## config.mk

```make
export PLATFORM = sky130hd
export DESIGN_NAME = day_count_to_calendar_date_flat
export DESIGN_NICKNAME = d
export VERILOG_FILES = /design/src/hw/rtl/dcd_pkg.sv /design/src/hw/rtl/dcd_if.sv /design/src/hw/rtl/dcd_dp.sv /design/src/hw/rtl/dcd_ctrl.sv /design/src/hw/rtl/day_count_to_calendar_date.sv /design/src/flat_wrapper.sv
export SDC_FILE = /design/constraint.sdc
export NUM_CORES = 1
export LEC_CHECK = 0
export BUFFER_PORTS_ARGS = -buffer_cell sky130_fd_sc_hd__buf_2
export CELL_PAD_IN_SITES_DETAIL_PLACEMENT = 1
export CELL_PAD_IN_SITES_GLOBAL_PLACEMENT = 1
export CORE_UTILIZATION = 43
export CTS_BUF_LIST = sky130_fd_sc_hd__clkbuf_2
export DETAILED_ROUTE_END_ITERATION = 10
export PLACE_DENSITY_LB_ADDON = 0.1
export SLEW_MARGIN = 20
export SYNTH_ARGS = -nofsm -noshare
export SYNTH_HDL_FRONTEND = slang
export SYNTH_HIERARCHICAL = 1
export SYNTH_SLANG_ARGS = --single-unit
```

## constraint.sdc

```tcl
create_clock -name i_clk -period 4.5 [get_ports i_clk]
set_input_delay 0.225 -clock i_clk [delete_from_list [all_inputs] [get_ports i_clk]]
set_output_delay 0.225 -clock i_clk [all_outputs]
set_load 0.01 [all_outputs]
```

## src/hw/rtl/dcd_pkg.sv

```systemverilog
`timescale 1ns / 1ps
// ----------------------------------------------------------------------------
// dcd_pkg: shared types and constants for day count to calendar date
// Epoch constants, month length table, controller states and the
// command and status groups between controller and datapath.
// ----------------------------------------------------------------------------
package dcd_pkg;

    localparam int unsigned COUNT_W = 16;
    localparam int unsigned YEAR_W  = 12;
    localparam int unsigned MONTH_W = 4;
    localparam int unsigned DAY_W   = 5;
    localparam int unsigned MIDX_W  = 4;

    localparam int unsigned EPOCH_YEAR     = 1978;
    localparam int unsigned NORM_YEAR_LEN  = 365;
    localparam int unsigned LEAP_YEAR_LEN  = 366;
    localparam int unsigned LEAP_CYCLE     = 4;
    localparam int unsigned CENTURY        = 100;
    localparam int unsigned QUAD_CENTURY   = 400;
    localparam int unsigned LEAP_FEB_LEN   = 29;
    localparam int unsigned LAST_MONTH_IDX = 11;

    // residues of the epoch year, used to seed the leap counters
    localparam int unsigned EPOCH_MOD4   = EPOCH_YEAR % LEAP_CYCLE;
    localparam int unsigned EPOCH_MOD100 = EPOCH_YEAR % CENTURY;
    localparam int unsigned EPOCH_MOD400 = EPOCH_YEAR % QUAD_CENTURY;

    localparam int unsigned M4_W   = 2;
    localparam int unsigned M100_W = 7;
    localparam int unsigned M400_W = 9;

    typedef enum logic [1:0] {
        S_IDLE,
        S_YEAR,
        S_MONTH,
        S_DONE
    } t_state;

    typedef struct packed {
        logic load;
        logic year_step;
        logic month_step;
        logic capture;
    } t_cmd;

    typedef struct packed {
        logic zero;
        logic year_ge;
        logic month_ge;
    } t_sts;

    // days in month; index 0 is january
    function automatic logic [DAY_W-1:0] month_len(input logic leap,
                                                   input logic [MIDX_W-1:0] idx);
        logic [DAY_W-1:0] len;
        case (idx)
            4'd0, 4'd2, 4'd4, 4'd6, 4'd7, 4'd9, 4'd11: len = DAY_W'(31);
            4'd3, 4'd5, 4'd8, 4'd10:                   len = DAY_W'(30);
            4'd1: len = leap ? DAY_W'(LEAP_FEB_LEN) : DAY_W'(LEAP_FEB_LEN - 1);
            default:                                   len = DAY_W'(31);
        endcase
        return len;
    endfunction

endpackage

```

## src/hw/rtl/dcd_if.sv

```systemverilog
`timescale 1ns / 1ps
// ----------------------------------------------------------------------------
// dcd_if: valid/ready channels of the day count converter
// Input channel carries the day count, output channel the calendar date.
// ----------------------------------------------------------------------------
interface dcd_in_if;
    logic        valid;
    logic        ready;
    logic [15:0] day_count;

    modport source (output valid, output day_count, input ready);
    modport sink   (input valid, input day_count, output ready);
endinterface

interface dcd_out_if;
    logic        valid;
    logic        ready;
    logic [11:0] year;
    logic [3:0]  month;
    logic [4:0]  day;

    modport source (output valid, output year, output month, output day, input ready);
    modport sink   (input valid, input year, input month, input day, output ready);
endinterface

```

## src/hw/rtl/dcd_dp.sv

```systemverilog
`timescale 1ns / 1ps
// ----------------------------------------------------------------------------
// dcd_dp: datapath of the day count converter
// Holds the remaining day count, the year with its leap residues, the
// month index and the output register.
// ----------------------------------------------------------------------------
module dcd_dp (
    input  logic                          i_clk,
    input  dcd_pkg::t_cmd                 i_cmd,
    input  logic [dcd_pkg::COUNT_W-1:0]   i_day_count,
    output dcd_pkg::t_sts                 o_sts,
    output logic [dcd_pkg::YEAR_W-1:0]    o_year,
    output logic [dcd_pkg::MONTH_W-1:0]   o_month,
    output logic [dcd_pkg::DAY_W-1:0]     o_day
);
    import dcd_pkg::*;

    logic [COUNT_W-1:0] r_rem,  n_rem;
    logic [YEAR_W-1:0]  r_year, n_year;
    logic [M4_W-1:0]    r_m4,   n_m4;
    logic [M100_W-1:0]  r_m100, n_m100;
    logic [M400_W-1:0]  r_m400, n_m400;
    logic [MIDX_W-1:0]  r_midx, n_midx;
    logic               r_zero, n_zero;
    logic [YEAR_W-1:0]  r_out_year;
    logic [MONTH_W-1:0] r_out_month;
    logic [DAY_W-1:0]   r_out_day;

    logic               leap;
    logic [COUNT_W-1:0] year_len;
    logic [DAY_W-1:0]   mlen;

    // leap rule from the running residues
    assign leap     = ((r_m4 == '0) && (r_m100 != '0)) || (r_m400 == '0);
    assign year_len = leap ? COUNT_W'(LEAP_YEAR_LEN) : COUNT_W'(NORM_YEAR_LEN);
    assign mlen     = month_len(leap, r_midx);

    // status to the controller
    assign o_sts.zero     = r_zero;
    assign o_sts.year_ge  = (r_rem >= year_len);
    assign o_sts.month_ge = (r_midx < MIDX_W'(LAST_MONTH_IDX))
                            && (r_rem >= COUNT_W'(mlen));

    // working register updates
    always_comb begin
        n_rem  = r_rem;
        n_year = r_year;
        n_m4   = r_m4;
        n_m100 = r_m100;
        n_m400 = r_m400;
        n_midx = r_midx;
        n_zero = r_zero;
        if (i_cmd.load) begin
            n_rem  = i_day_count - COUNT_W'(1);
            n_year = YEAR_W'(EPOCH_YEAR);
            n_m4   = M4_W'(EPOCH_MOD4);
            n_m100 = M100_W'(EPOCH_MOD100);
            n_m400 = M400_W'(EPOCH_MOD400);
            n_midx = '0;
            n_zero = (i_day_count == '0);
        end else if (i_cmd.year_step) begin
            n_rem  = r_rem - year_len;
            n_year = r_year + YEAR_W'(1);
            n_m4   = r_m4 + M4_W'(1);
            n_m100 = (r_m100 == M100_W'(CENTURY - 1)) ? '0 : r_m100 + M100_W'(1);
            n_m400 = (r_m400 == M400_W'(QUAD_CENTURY - 1)) ? '0 : r_m400 + M400_W'(1);
        end else if (i_cmd.month_step) begin
            n_rem  = r_rem - COUNT_W'(mlen);
            n_midx = r_midx + MIDX_W'(1);
        end
    end

    always_ff @(posedge i_clk) begin
        r_rem  <= n_rem;
        r_year <= n_year;
        r_m4   <= n_m4;
        r_m100 <= n_m100;
        r_m400 <= n_m400;
        r_midx <= n_midx;
        r_zero <= n_zero;
    end

    // output register, zero date for a zero count
    always_ff @(posedge i_clk) begin
        if (i_cmd.capture) begin
            r_out_year  <= r_zero ? '0 : r_year;
            r_out_month <= r_zero ? '0 : MONTH_W'(r_midx + MIDX_W'(1));
            r_out_day   <= r_zero ? '0 : DAY_W'(r_rem[DAY_W-1:0] + DAY_W'(1));
        end
    end

    assign o_year  = r_out_year;
    assign o_month = r_out_month;
    assign o_day   = r_out_day;

endmodule

```

## src/hw/rtl/dcd_ctrl.sv

```systemverilog
`timescale 1ns / 1ps
// ----------------------------------------------------------------------------
// dcd_ctrl: controller of the day count converter
// Sequences load, year subtraction, month subtraction and hand-off to
// the output register; owns the handshake flags.
// ----------------------------------------------------------------------------
module dcd_ctrl (
    input  logic          i_clk,
    input  logic          i_rst_n,
    input  logic          i_in_valid,
    output logic          o_in_ready,
    output logic          o_out_valid,
    input  logic          i_out_ready,
    input  dcd_pkg::t_sts i_sts,
    output dcd_pkg::t_cmd o_cmd
);
    import dcd_pkg::*;

    t_state r_state, n_state;
    logic   r_out_valid, n_out_valid;
    logic   out_free;

    // output register may be loaded when empty or being drained
    assign out_free = !r_out_valid || i_out_ready;

    // next state
    always_comb begin
        n_state = r_state;
        case (r_state)
            S_IDLE: begin
                if (i_in_valid) n_state = S_YEAR;
            end
            S_YEAR: begin
                if (i_sts.zero) n_state = S_DONE;
                else if (!i_sts.year_ge) n_state = S_MONTH;
            end
            S_MONTH: begin
                if (!i_sts.month_ge) n_state = S_DONE;
            end
            S_DONE: begin
                if (out_free) n_state = S_IDLE;
            end
            default: n_state = S_IDLE;
        endcase
    end

    // commands to the datapath
    always_comb begin
        o_cmd      = '0;
        o_in_ready = 1'b0;
        case (r_state)
            S_IDLE: begin
                o_in_ready = 1'b1;
                o_cmd.load = i_in_valid;
            end
            S_YEAR: begin
                o_cmd.year_step = !i_sts.zero && i_sts.year_ge;
            end
            S_MONTH: begin
                o_cmd.month_step = i_sts.month_ge;
            end
            S_DONE: begin
                o_cmd.capture = out_free;
            end
            default: o_cmd = '0;
        endcase
    end

    // output valid flag
    always_comb begin
        n_out_valid = r_out_valid;
        if (o_cmd.capture) n_out_valid = 1'b1;
        else if (i_out_ready) n_out_valid = 1'b0;
    end

    always_ff @(posedge i_clk) begin
        if (!i_rst_n) begin
            r_state     <= S_IDLE;
            r_out_valid <= 1'b0;
        end else begin
            r_state     <= n_state;
            r_out_valid <= n_out_valid;
        end
    end

    assign o_out_valid = r_out_valid;

endmodule

```

## src/hw/rtl/day_count_to_calendar_date.sv

```systemverilog
`timescale 1ns / 1ps
// ----------------------------------------------------------------------------
// day_count_to_calendar_date: day count to Gregorian date converter
// Turns a 16-bit day count (1 = 1 January 1978) into year, month, day.
// ----------------------------------------------------------------------------
// Usage:
//   i_in carries day_count; a transaction completes when valid and ready
//   are both high. o_out carries year, month and day with the same rule.
//   ready on i_in is high only while the converter is idle.
// Sequence:
//   load the count, subtract whole years one at a time (up to 179), then
//   whole months one at a time (up to 11), leave each loop and write the
//   output register. The year subtraction loop dominates the conversion
//   time. A count of 0 skips both loops and gives a zero date. A new day
//   count is taken only after the last one is written to the output
//   register.
// Stalls:
//   the result sits in an output register; the next transaction is taken
//   and converted while it waits, and the converter holds at the end of
//   that conversion until the output register is drained.
// Reset:
//   synchronous, active low; clears the controller and the output valid.
// ----------------------------------------------------------------------------
module day_count_to_calendar_date (
    input  logic      i_clk,
    input  logic      i_rst_n,
    dcd_in_if.sink    i_in,
    dcd_out_if.source o_out
);
    import dcd_pkg::*;

    t_cmd cmd;
    t_sts sts;

    // controller
    dcd_ctrl u_ctrl (
        .i_clk       (i_clk),
        .i_rst_n     (i_rst_n),
        .i_in_valid  (i_in.valid),
        .o_in_ready  (i_in.ready),
        .o_out_valid (o_out.valid),
        .i_out_ready (o_out.ready),
        .i_sts       (sts),
        .o_cmd       (cmd)
    );

    // datapath
    dcd_dp u_dp (
        .i_clk       (i_clk),
        .i_cmd       (cmd),
        .i_day_count (i_in.day_count),
        .o_sts       (sts),
        .o_year      (o_out.year),
        .o_month     (o_out.month),
        .o_day       (o_out.day)
    );

    // a date is either all zero or all fields present
    a_zero_date: assert property (@(posedge i_clk) disable iff (!i_rst_n)
        o_out.valid |-> ((o_out.year == '0) == (o_out.month == '0))
                        && ((o_out.month == '0) == (o_out.day == '0)))
        else $error("partial zero date");

    // a real date lies in range
    a_date_range: assert property (@(posedge i_clk) disable iff (!i_rst_n)
        (o_out.valid && o_out.month != '0) |->
            (o_out.month <= MONTH_W'(12)) && (o_out.day != '0)
            && (o_out.year >= YEAR_W'(EPOCH_YEAR)))
        else $error("date out of range");

    // february never exceeds the leap length
    a_feb_len: assert property (@(posedge i_clk) disable iff (!i_rst_n)
        (o_out.valid && o_out.month == MONTH_W'(2)) |->
            (o_out.day <= DAY_W'(LEAP_FEB_LEN)))
        else $error("february day too large");

    // no input taken while a step is in progress
    a_one_at_a_time: assert property (@(posedge i_clk) disable iff (!i_rst_n)
        (cmd.year_step || cmd.month_step || cmd.capture) |-> !i_in.ready)
        else $error("input ready during conversion");

endmodule
```

## src/flat_wrapper.sv

```systemverilog
// flat-port wrapper written by rule: the top's interface ports become plain ports
module day_count_to_calendar_date_flat import dcd_pkg::*;
  (i_clk, i_rst_n, i_in_valid, i_in_day_count, i_in_ready, o_out_valid, o_out_year, o_out_month, o_out_day, o_out_ready);
  dcd_in_if i_in_i ();
  dcd_out_if o_out_i ();
  input  logic i_clk;
  input  logic i_rst_n;
  input wire logic [$bits(i_in_i.valid)-1:0] i_in_valid;
  input wire logic [$bits(i_in_i.day_count)-1:0] i_in_day_count;
  output wire logic [$bits(i_in_i.ready)-1:0] i_in_ready;
  output wire logic [$bits(o_out_i.valid)-1:0] o_out_valid;
  output wire logic [$bits(o_out_i.year)-1:0] o_out_year;
  output wire logic [$bits(o_out_i.month)-1:0] o_out_month;
  output wire logic [$bits(o_out_i.day)-1:0] o_out_day;
  input wire logic [$bits(o_out_i.ready)-1:0] o_out_ready;
  assign i_in_i.valid = i_in_valid;
  assign i_in_i.day_count = i_in_day_count;
  assign i_in_ready = i_in_i.ready;
  assign o_out_valid = o_out_i.valid;
  assign o_out_year = o_out_i.year;
  assign o_out_month = o_out_i.month;
  assign o_out_day = o_out_i.day;
  assign o_out_i.ready = o_out_ready;
  day_count_to_calendar_date u_core (.i_clk(i_clk), .i_rst_n(i_rst_n), .i_in(i_in_i), .o_out(o_out_i));
endmodule
```

Word level (Yosys, flattened, before mapping):

Cells that the tools add are included.

* add/subtract/negate cells: 9
* order comparisons: 3
* eq/ne operators: 14
* mux-type cells: 21
* bitwise operators: 1
* reduce and logical (&&, ||, !) cells: 17

Operator list (number)
* two-way mux 16 bit: 3
* greater-or-equal comparator 16 x 5 -> 1 bit: 1
* greater-or-equal comparator 16 x 9 -> 1 bit: 1
* zero test 16 bit: 1
* subtractor 16 x 1 -> 16 bit (second input constant): 1
* subtractor 16 x 5 -> 16 bit: 1
* subtractor 16 x 9 -> 16 bit: 1
* adder 12 x 1 -> 12 bit (second input constant): 1
* two-way mux 2 bit: 6
* adder 9 x 1 -> 9 bit (second input constant): 1
* equality test 9 bit (second input constant): 1
* zero test 9 bit: 1
* two-way mux 9 bit: 1
* equality test 4 bit (second input constant): 2
* two-way mux 1 bit: 8
* one-hot mux 2 bit (4 select lines): 1
* adder 7 x 1 -> 7 bit (second input constant): 1
* equality test 7 bit (second input constant): 1
* two-way mux 7 bit: 1
* nonzero test 7 bit: 1
* != test 2 bit (second input constant): 3
* adder 5 x 1 -> 5 bit (second input constant): 1
* adder 4 x 1 -> 4 bit (second input constant): 1
* equality test 2 bit (second input constant): 2
* 18 further kinds: 23

* flip-flop bits (word level): 75
* input port bits: 20
* output and inout bits: 23

Longest topological paths before layout:

Gate-level depths: netlist of run 1.

* depth in word-level cells: 11
* gate-level depth with buffers: 20

Cells and area by module:

Netlist of run 1, hierarchy kept.

Modules (own cells, without submodules)
* dcd_dp: times used 1, cells each 478, area an instance 4330.4 um2, seq. area each 1821.7 um2
* dcd_ctrl: times used 1, cells each 28, area an instance 245.2 um2, seq. area each 60.1 um2

Least setup slack after synthesis of run 1:

OpenSTA, ideal clock, no wires.

* path type: flip-flop to flip-flop
* start: register u_core.u_dp.r_m100[3]
* end: register u_core.u_dp.r_rem[0] (enable)
* setup time: 0.372 ns
* data arrival time: 3.984 ns
* data required time: 4.128 ns
* setup slack: 0.144 ns
* stages on the path, launching flop included: 17
* buffers on the path: 3
* path through: dfxtp_1 or2_1 o41a_1 nor2_1 xnor2_1 ha_1 a31oi_1 o21bai_1 a31oi_1 nand2b_1 o311ai_0 nand2_1 nor2_1 clkbuf_1 clkbuf_1 buf_1 or3_1

RTL lines
* start: declaration: line dcd_dp.sv:21 `logic [M100_W-1:0] r_m100, n_m100;`
* start signal: assignment: line dcd_dp.sv:77 `r_m100 <= n_m100;`
* end signal: assignment: line dcd_dp.sv:74 `r_rem <= n_rem;`
* end: declaration: line dcd_dp.sv:18 `logic [COUNT_W-1:0] r_rem, n_rem;`

==> results_dict.tcl, run 1 <==
set metrics [dict create \
    status "completed" \
    grt_setup_unrepaired "false" \
    design.core.area_um2 10300 \
    grt_pass1_wl_mm 19.7 \
    final-setup-viol-count 0 \
    achievable-frequency_ghz 0.237 \
    timing.max_cap.violations 0 \
    maximum_number_of_pins_on_one_net_before_global_route_repair 29 \
    drc_errors 0 \
    cts_clock_pin_slew_for_the_worst_setup_and_hold_paths_ns 0.23 \
    antenna_found_initial 0 \
    drt_first_pass_iters 4 \
    netlist-cell-type-count 65 \
    reg2reg_slack_ns 0.29 \
    async_flop_share_pct 0 \
    postRouteWirelength_mm 11.8 \
    p_clk_share_pct 15.5 \
    vias_after_detailed_routing 3948 \
    die-width_um 105 \
    r2r.worst_path.cells 17 \
    synth.avg_cell_area_um2 9.04 \
    dp_hpwl_mm 8.70 \
    yosysSeqAreaShare_pct 41.1 \
    avgViaCountPerCell 5.76 \
    syn_area_um2 4580 \
    track_usage_pct 22.4 \
    ys_seq_elements 75 \
    seqCellArea_um2 1880 \
    crit_path_dat_ns 4.61 \
    p_switching_w 0.00129 \
    hp-start "i_in_day_count[11]" \
    final_antenna_net_count 0 \
    synth_top_cells_by_count "nor2_1, nand2_1, edfxtp_1" \
    whs_endpoint "u_core/u_dp/r_rem[11]" \
    tns_ns 0 \
    avgRoutedWirePerCell_um 17.2 \
    cp-startpoint "u_core/u_dp/r_m100[3]" \
    worst_slew_margin_rel_pct 27.4 \
    layout-area-overhead-vs-synth_pct 11.8 \
    ys_warn_count 6 \
    gr-total-overflow 0 \
    critical_path.reg2reg.endpoint "u_core/u_dp/r_rem[8]" \
    switching_share_pct 43.5 \
    crit_path_frequent_cell "a31oi_1" \
    path_delay_family "simple AND/OR/NAND/NOR gates" \
    post-cts-setup-buffer-count 0 \
    place_congestion 0.830 \
    cpPeakStageDelay_ns 0.46 \
    ctsLongestPathBuffers 2 \
    final_layout_size_suffix_gt1_share_pct 14.5 \
    power.leakage_nw 1.90 \
    placed_cell_area_um2 4920 \
    internal-power_w 0.00167 \
    multi_input_area_um2 2520 \
    vdd_ir_drop_max_uv 273 \
    drtIter0Drc 199 \
    timing.clock.skew_ns 0.0191 \
    finalNetCount 585 \
    required_time_worst_endpoint_ns 4.89 \
    worstSetupPathDepth 17 \
    synth-main-ff-cell "edfxtp_1" \
    power.share.sequential_pct 40.3 \
    power_density_over_the_cells_nw_per_um2 579 \
    finalMaxSlewViolations 0 \
    postLayoutCellArea_um2 5110 \
    cts_tree "yes" \
    worst-path-buf-inv 1 \
    die_height_um 105 \
    p_comb_share_pct 44.2 \
    dieArea_um2 11100 \
    cts_buffers 9 \
    critical_path.max_fanout 19 \
    setup_crit_path_kind "reg2reg" \
    worstHoldPathCells 3 \
    timing.critical_path.from_type "flop" \
    fillers 1200 \
    synth_most_common_cell "nor2_1" \
    clock-root-buffer "clkbuf_2" \
    hold-worst-slack_ns 0.125 \
    min_period_ns 4.21 \
    tightest_slew_ns 1.08 \
    worst_setup_path_end_kind "flop" \
    ys_top_cells_by_area "edfxtp_1, dfxtp_1, ha_1, nor2_1, xor2_1" \
    starting_utilization_of_the_core_area_pct 44.3 \
    timing.critical_path.cells "or2_1, o41a_1, nor2_1, xnor2_1, ha_1, a31oi_1, o21bai_1, a31oi_1, nand2b_1, o311ai_0, nand2_1, nor2_4, buf_4, nand3_1, or4_1, and2_1, a221oi_2" \
    worstHoldPathType "in2reg" \
    post_synth_inst_count 506 \
    number_of_flops_mapped_to_enable_cells_by_yosys 38 \
    worstReg2RegStart "u_core/u_dp/r_m100[3]" \
    place.port_buffers 42 \
    htree_levels 3 \
    antenna_cells_inserted 0 \
    post-synth-top-area-fraction_pct 24.9 \
    final_min_period_over_clock_period_pct 93.7 \
    cts.sinks 75 \
    num_rows 37 \
    slowest_stage "o41a_1" \
    synth_largest_area_cell "edfxtp_1" \
    vias_in_the_first_global_route 4051 \
    number_of_top_level_design_ports 43 \
    synth_nets 546 \
    clkLatencyLatePin_ns 0.54 \
    finalHoldViolCount 0 \
]
-- state kept, by name (all words and copies together) (netlist names) --
register / count
u_core/u_dp/r_rem: 16
u_core/u_dp/r_m100: 7
u_core/u_ctrl/r_state: 2
u_core/u_dp/r_zero: 1
u_core/u_dp/o_month: 4
u_core/u_dp/r_year: 12
u_core/u_dp/r_m4: 2
u_core/u_ctrl/o_out_valid: 1
u_core/u_dp/o_day: 5
u_core/u_dp/r_m400: 9
u_core/u_dp/r_midx: 4
u_core/u_dp/o_year: 12
-- stage by stage --
step                total power [W]  std cells  utilization [%]  worst slack, ns
detailed placement          0.00250        666             47.7            0.345
finish                      0.00296        686             49.5            0.285
floorplan                   0.00210        506                -            0.144
global route                0.00318        686             49.5          0.00127
global placement            0.00244        666             47.7            0.497
CTS                         0.00297        685             49.4            0.289
-- area by class of cell --
type / instances / share of cell area [%]
Multi-Input combinational cell: 382 / 49.2
Sequential cell: 75 / 36.8
Timing Repair Buffer: 55 / 6.21
Tap cell: 136 / 3.33
Clock inverter: 7 / 1.93
Inverter: 22 / 1.61
Clock buffer: 9 / 0.881
-- logic make-up after synthesis --
family | Yosys count | synth area share (%)
buffers and inverters | 49 | 4.18
and+or+nand+nor | 218 | 24.6
AOI/OAI and AO/OA | 96 | 15.0
adders and majority gates | 20 | 5.63
DFF | 75 | 41.1
xor gates and xnor gates | 42 | 8.04
muxes | 6 | 1.34
-- power by group through the flow --
stage	Combinational, W	Clock (W)	Sequential (W)
final	0.00131	0.000458	0.00119
after global routing	0.00146	0.000497	0.00122
after CTS	0.00131	0.000472	0.00119
after detailed placement	0.00130	0	0.00120
after global placement	0.00124	0	0.00119
after floorplan	0.00101	0	0.00109
-- tightest hold or removal path, stage by stage --
cell	delay, ns
buf_2	0.10
xor2_1	0.07
o211ai_1	0.17
-- worst max-delay path by stage --
stage / to
floorplan: u_core/u_dp/r_rem[0]
global route: u_core/u_dp/r_rem[8]
CTS: u_core/u_dp/r_rem[8]
global placement: u_core/u_dp/r_rem[8]
detailed placement: u_core/u_dp/r_rem[8]
finish: u_core/u_dp/r_rem[8]
-- per-layer routing --
metal | share of wire (%) | GRT usage [%] | vias up | wire length, um
met4 | 1.1 | 6.14 | 0 | 126
li1 | - | - | 1908 | -
met5 | 0 | 0 | - | 0
met3 | 2.7 | 3.93 | 12 | 318
met2 | 50 | 39.1 | 67 | 5840
met1 | 47 | 28.3 | 1961 | 5510
-- what timing repair did --
item,CTS,global route
setup endpoints to repair,0,5
endpoints found under the hold margin,4,1
hold buffers,3,1
gates resized for setup,0,1
-- layout by cell type, fill, tap and decap left out, types with 17 or more instances in the layout --
cell type  Yosys  final
nor2_1        52     51
nand2_1       46     46
buf_2          0     42
edfxtp_1      38     38
dfxtp_1       37     37
xor2_1        22     22
inv_1         21     21
o21ai_0       21     21
xnor2_1       20     20
nor2b_1       20     19
ha_1          19     19
nand3_1       18     18
a21oi_1       17     17
Note: power is estimated with default switching activity, not from simulation.
==> inputs of run 2 (changes only) <==
--- a/config.mk
+++ b/config.mk
@@ -11,6 +11,7 @@
 export CORE_UTILIZATION = 43
 export CTS_BUF_LIST = sky130_fd_sc_hd__clkbuf_2
 export DETAILED_ROUTE_END_ITERATION = 10
+export MAX_ROUTING_LAYER = met4
 export PLACE_DENSITY_LB_ADDON = 0.1
 export SLEW_MARGIN = 20
 export SYNTH_ARGS = -nofsm -noshare
==> run 2 against run 1 <==
Net effect: via count is 0.35% lower; largest cell class unchanged; non-clock buffer count unchanged; sequential power about the same; clock power barely moved; design area about the same; maximum frequency up 0.60%; power shrank 0.14%; global-route usage increased by 0.66 points; highest routed layer unchanged.
==> results_dict.tcl, run 2 (same netlist as run 1, synthesis figures left out) <==
set metrics [dict create \
    power.leakage_nw 1.90 \
    cts_clock_pin_slew_for_the_worst_setup_and_hold_paths_ns 0.23 \
    dp_hpwl_mm 8.70 \
    finalNetCount 585 \
    die_height_um 105 \
    met3_grt_util_pct 4.05 \
    grt-busiest-layer "met2" \
    min_period_ns 4.19 \
    cts_buffers 9 \
    vdd_ir_drop_max_uv 271 \
    drtIter0Drc 212 \
    drc_errors 0 \
    placed_cell_area_um2 4920 \
    place_congestion 0.842 \
    post-cts-setup-buffer-count 0 \
    worst_setup_path_end_kind "flop" \
    post-layout-total-power_w 0.00296 \
    tns_ns 0 \
    layout-area-overhead-vs-synth_pct 11.8 \
    timing.clock.skew_ns 0.0201 \
    required_time_worst_endpoint_ns 4.89 \
    postLayoutCellArea_um2 5120 \
    place.port_buffers 42 \
    layout.cells.most_common "nor2_1" \
    finalMaxSlewViolations 0 \
    postRouteWirelength_mm 11.8 \
    layout.cells.most_common_list "nor2_1, nand2_1, buf_2" \
    largest_register_ff_count 16 \
    finalHoldViolCount 0 \
    starting_utilization_of_the_core_area_pct 44.3 \
    vias_after_detailed_routing 3934 \
    worst_slew_margin_rel_pct 27.3 \
    final_antenna_net_count 0 \
    timing.max_cap.violations 0 \
    setup_crit_path_kind "reg2reg" \
    drt_first_pass_iters 4 \
    number_of_top_level_design_ports 43 \
    final_min_period_over_clock_period_pct 93.1 \
    htree_levels 3 \
    cts.sinks 75 \
    timing.critical_path.from_type "flop" \
    global_route.usage.met1_pct 28.4 \
    status "completed" \
    maximum_number_of_pins_on_one_net_before_global_route_repair 29 \
    cts_tree "yes" \
    avgViaCountPerCell 5.73 \
    clkLatencyLatePin_ns 0.54 \
    worstHoldPathType "in2reg" \
    final_layout_size_suffix_gt1_share_pct 14.7 \
    crit_path_dat_ns 4.58 \
    dieArea_um2 11100 \
    tightest_slew_ns 1.09 \
    antenna_found_initial 0 \
    power_density_over_the_cells_nw_per_um2 578 \
    top_register "u_core/u_dp/r_rem" \
    vias_in_the_first_global_route 4045 \
    global_route.usage.met2_pct 39.0 \
    die-width_um 105 \
    avgRoutedWirePerCell_um 17.2 \
    antenna_cells_inserted 0 \
    ctsLongestPathBuffers 2 \
    critical_path.max_fanout 19 \
    clock-root-buffer "clkbuf_2" \
    num_rows 37 \
    design.core.area_um2 10300 \
    achievable-frequency_ghz 0.239 \
    grt_setup_unrepaired "false" \
    gr-total-overflow 0 \
    track_usage_pct 23.0 \
    grt_pass1_wl_mm 19.7 \
    final-setup-viol-count 0 \
]
-- run 2: report_power, final --
group / leakage, nW / internal [W] / switching [W]
registers: 0.658 / 0.000962 / 0.000230
clock network: 0.0845 / 0.000188 / 0.000268
logic: 1.15 / 0.000523 / 0.000785
total: 1.90 / 0.00167 / 0.00128
-- run 2: cell type report --
type | count | area, um2
Fill cell | 1198 | 5210
Clock buffer | 9 | 45.0
Tap cell | 136 | 170
Multi-Input combinational cell | 382 | 2520
Sequential cell | 75 | 1880
Clock inverter | 7 | 98.8
Inverter | 22 | 82.6
Timing Repair Buffer | 55 | 318
-- run 2: final timing paths --
kind	slack [ns]	startpoint	cells after the start	to
max	0.31	u_core/u_dp/r_m100[3]	17	u_core/u_dp/r_rem[8]
min	0.13	i_in_day_count[11]	3	u_core/u_dp/r_rem[11]
min reg2reg	0.50	u_core/u_dp/r_m4[1]	2	u_core/u_dp/r_m4[1]
max reg2reg	0.31	u_core/u_dp/r_m100[3]	17	u_core/u_dp/r_rem[8]
-- run 2: stage by stage --
step | worst slack (ns) | util (%) | std cells | hold slack [ns]
2_1_floorplan | 0.144 | - | 506 | 0.343
3_3_place_gp | 0.497 | 47.7 | 666 | 0.477
3_5_place_dp | 0.345 | 47.7 | 666 | 0.480
4_1_cts | 0.289 | 49.4 | 685 | 0.00423
5_1_grt | 0.0596 | 49.6 | 686 | 0.0803
6_report | 0.310 | 49.6 | 686 | 0.127
-- run 2: per-layer routing --
metal	up-vias	wire [um]
met3	10	383
met4	0	117
met5	-	0
li1	1906	-
met2	77	5840
met1	1941	5450
-- run 2: critical path, cell delays in order, from the launching register on --
cell      delay, ns
dfxtp_1        0.40
or2_1          0.27
o41a_1         0.47
nor2_2         0.21
xnor2_1        0.16
ha_1           0.22
a31oi_1        0.13
o21bai_1       0.24
a31oi_1        0.11
nand2b_1       0.21
o311ai_0       0.10
nand2_1        0.14
nor2_4         0.17
buf_4          0.27
nand3_1        0.08
or4_1          0.47
and2_1         0.18
a221oi_2       0.22
-- run 2: repair_timing --
| item | CTS | global route |
|---|---|---|
| hold endpoints to repair | 4 | 1 |
| gates resized for setup | 0 | 2 |
| hold buffers | 3 | 1 |
| setup endpoints to repair | 0 | 5 |
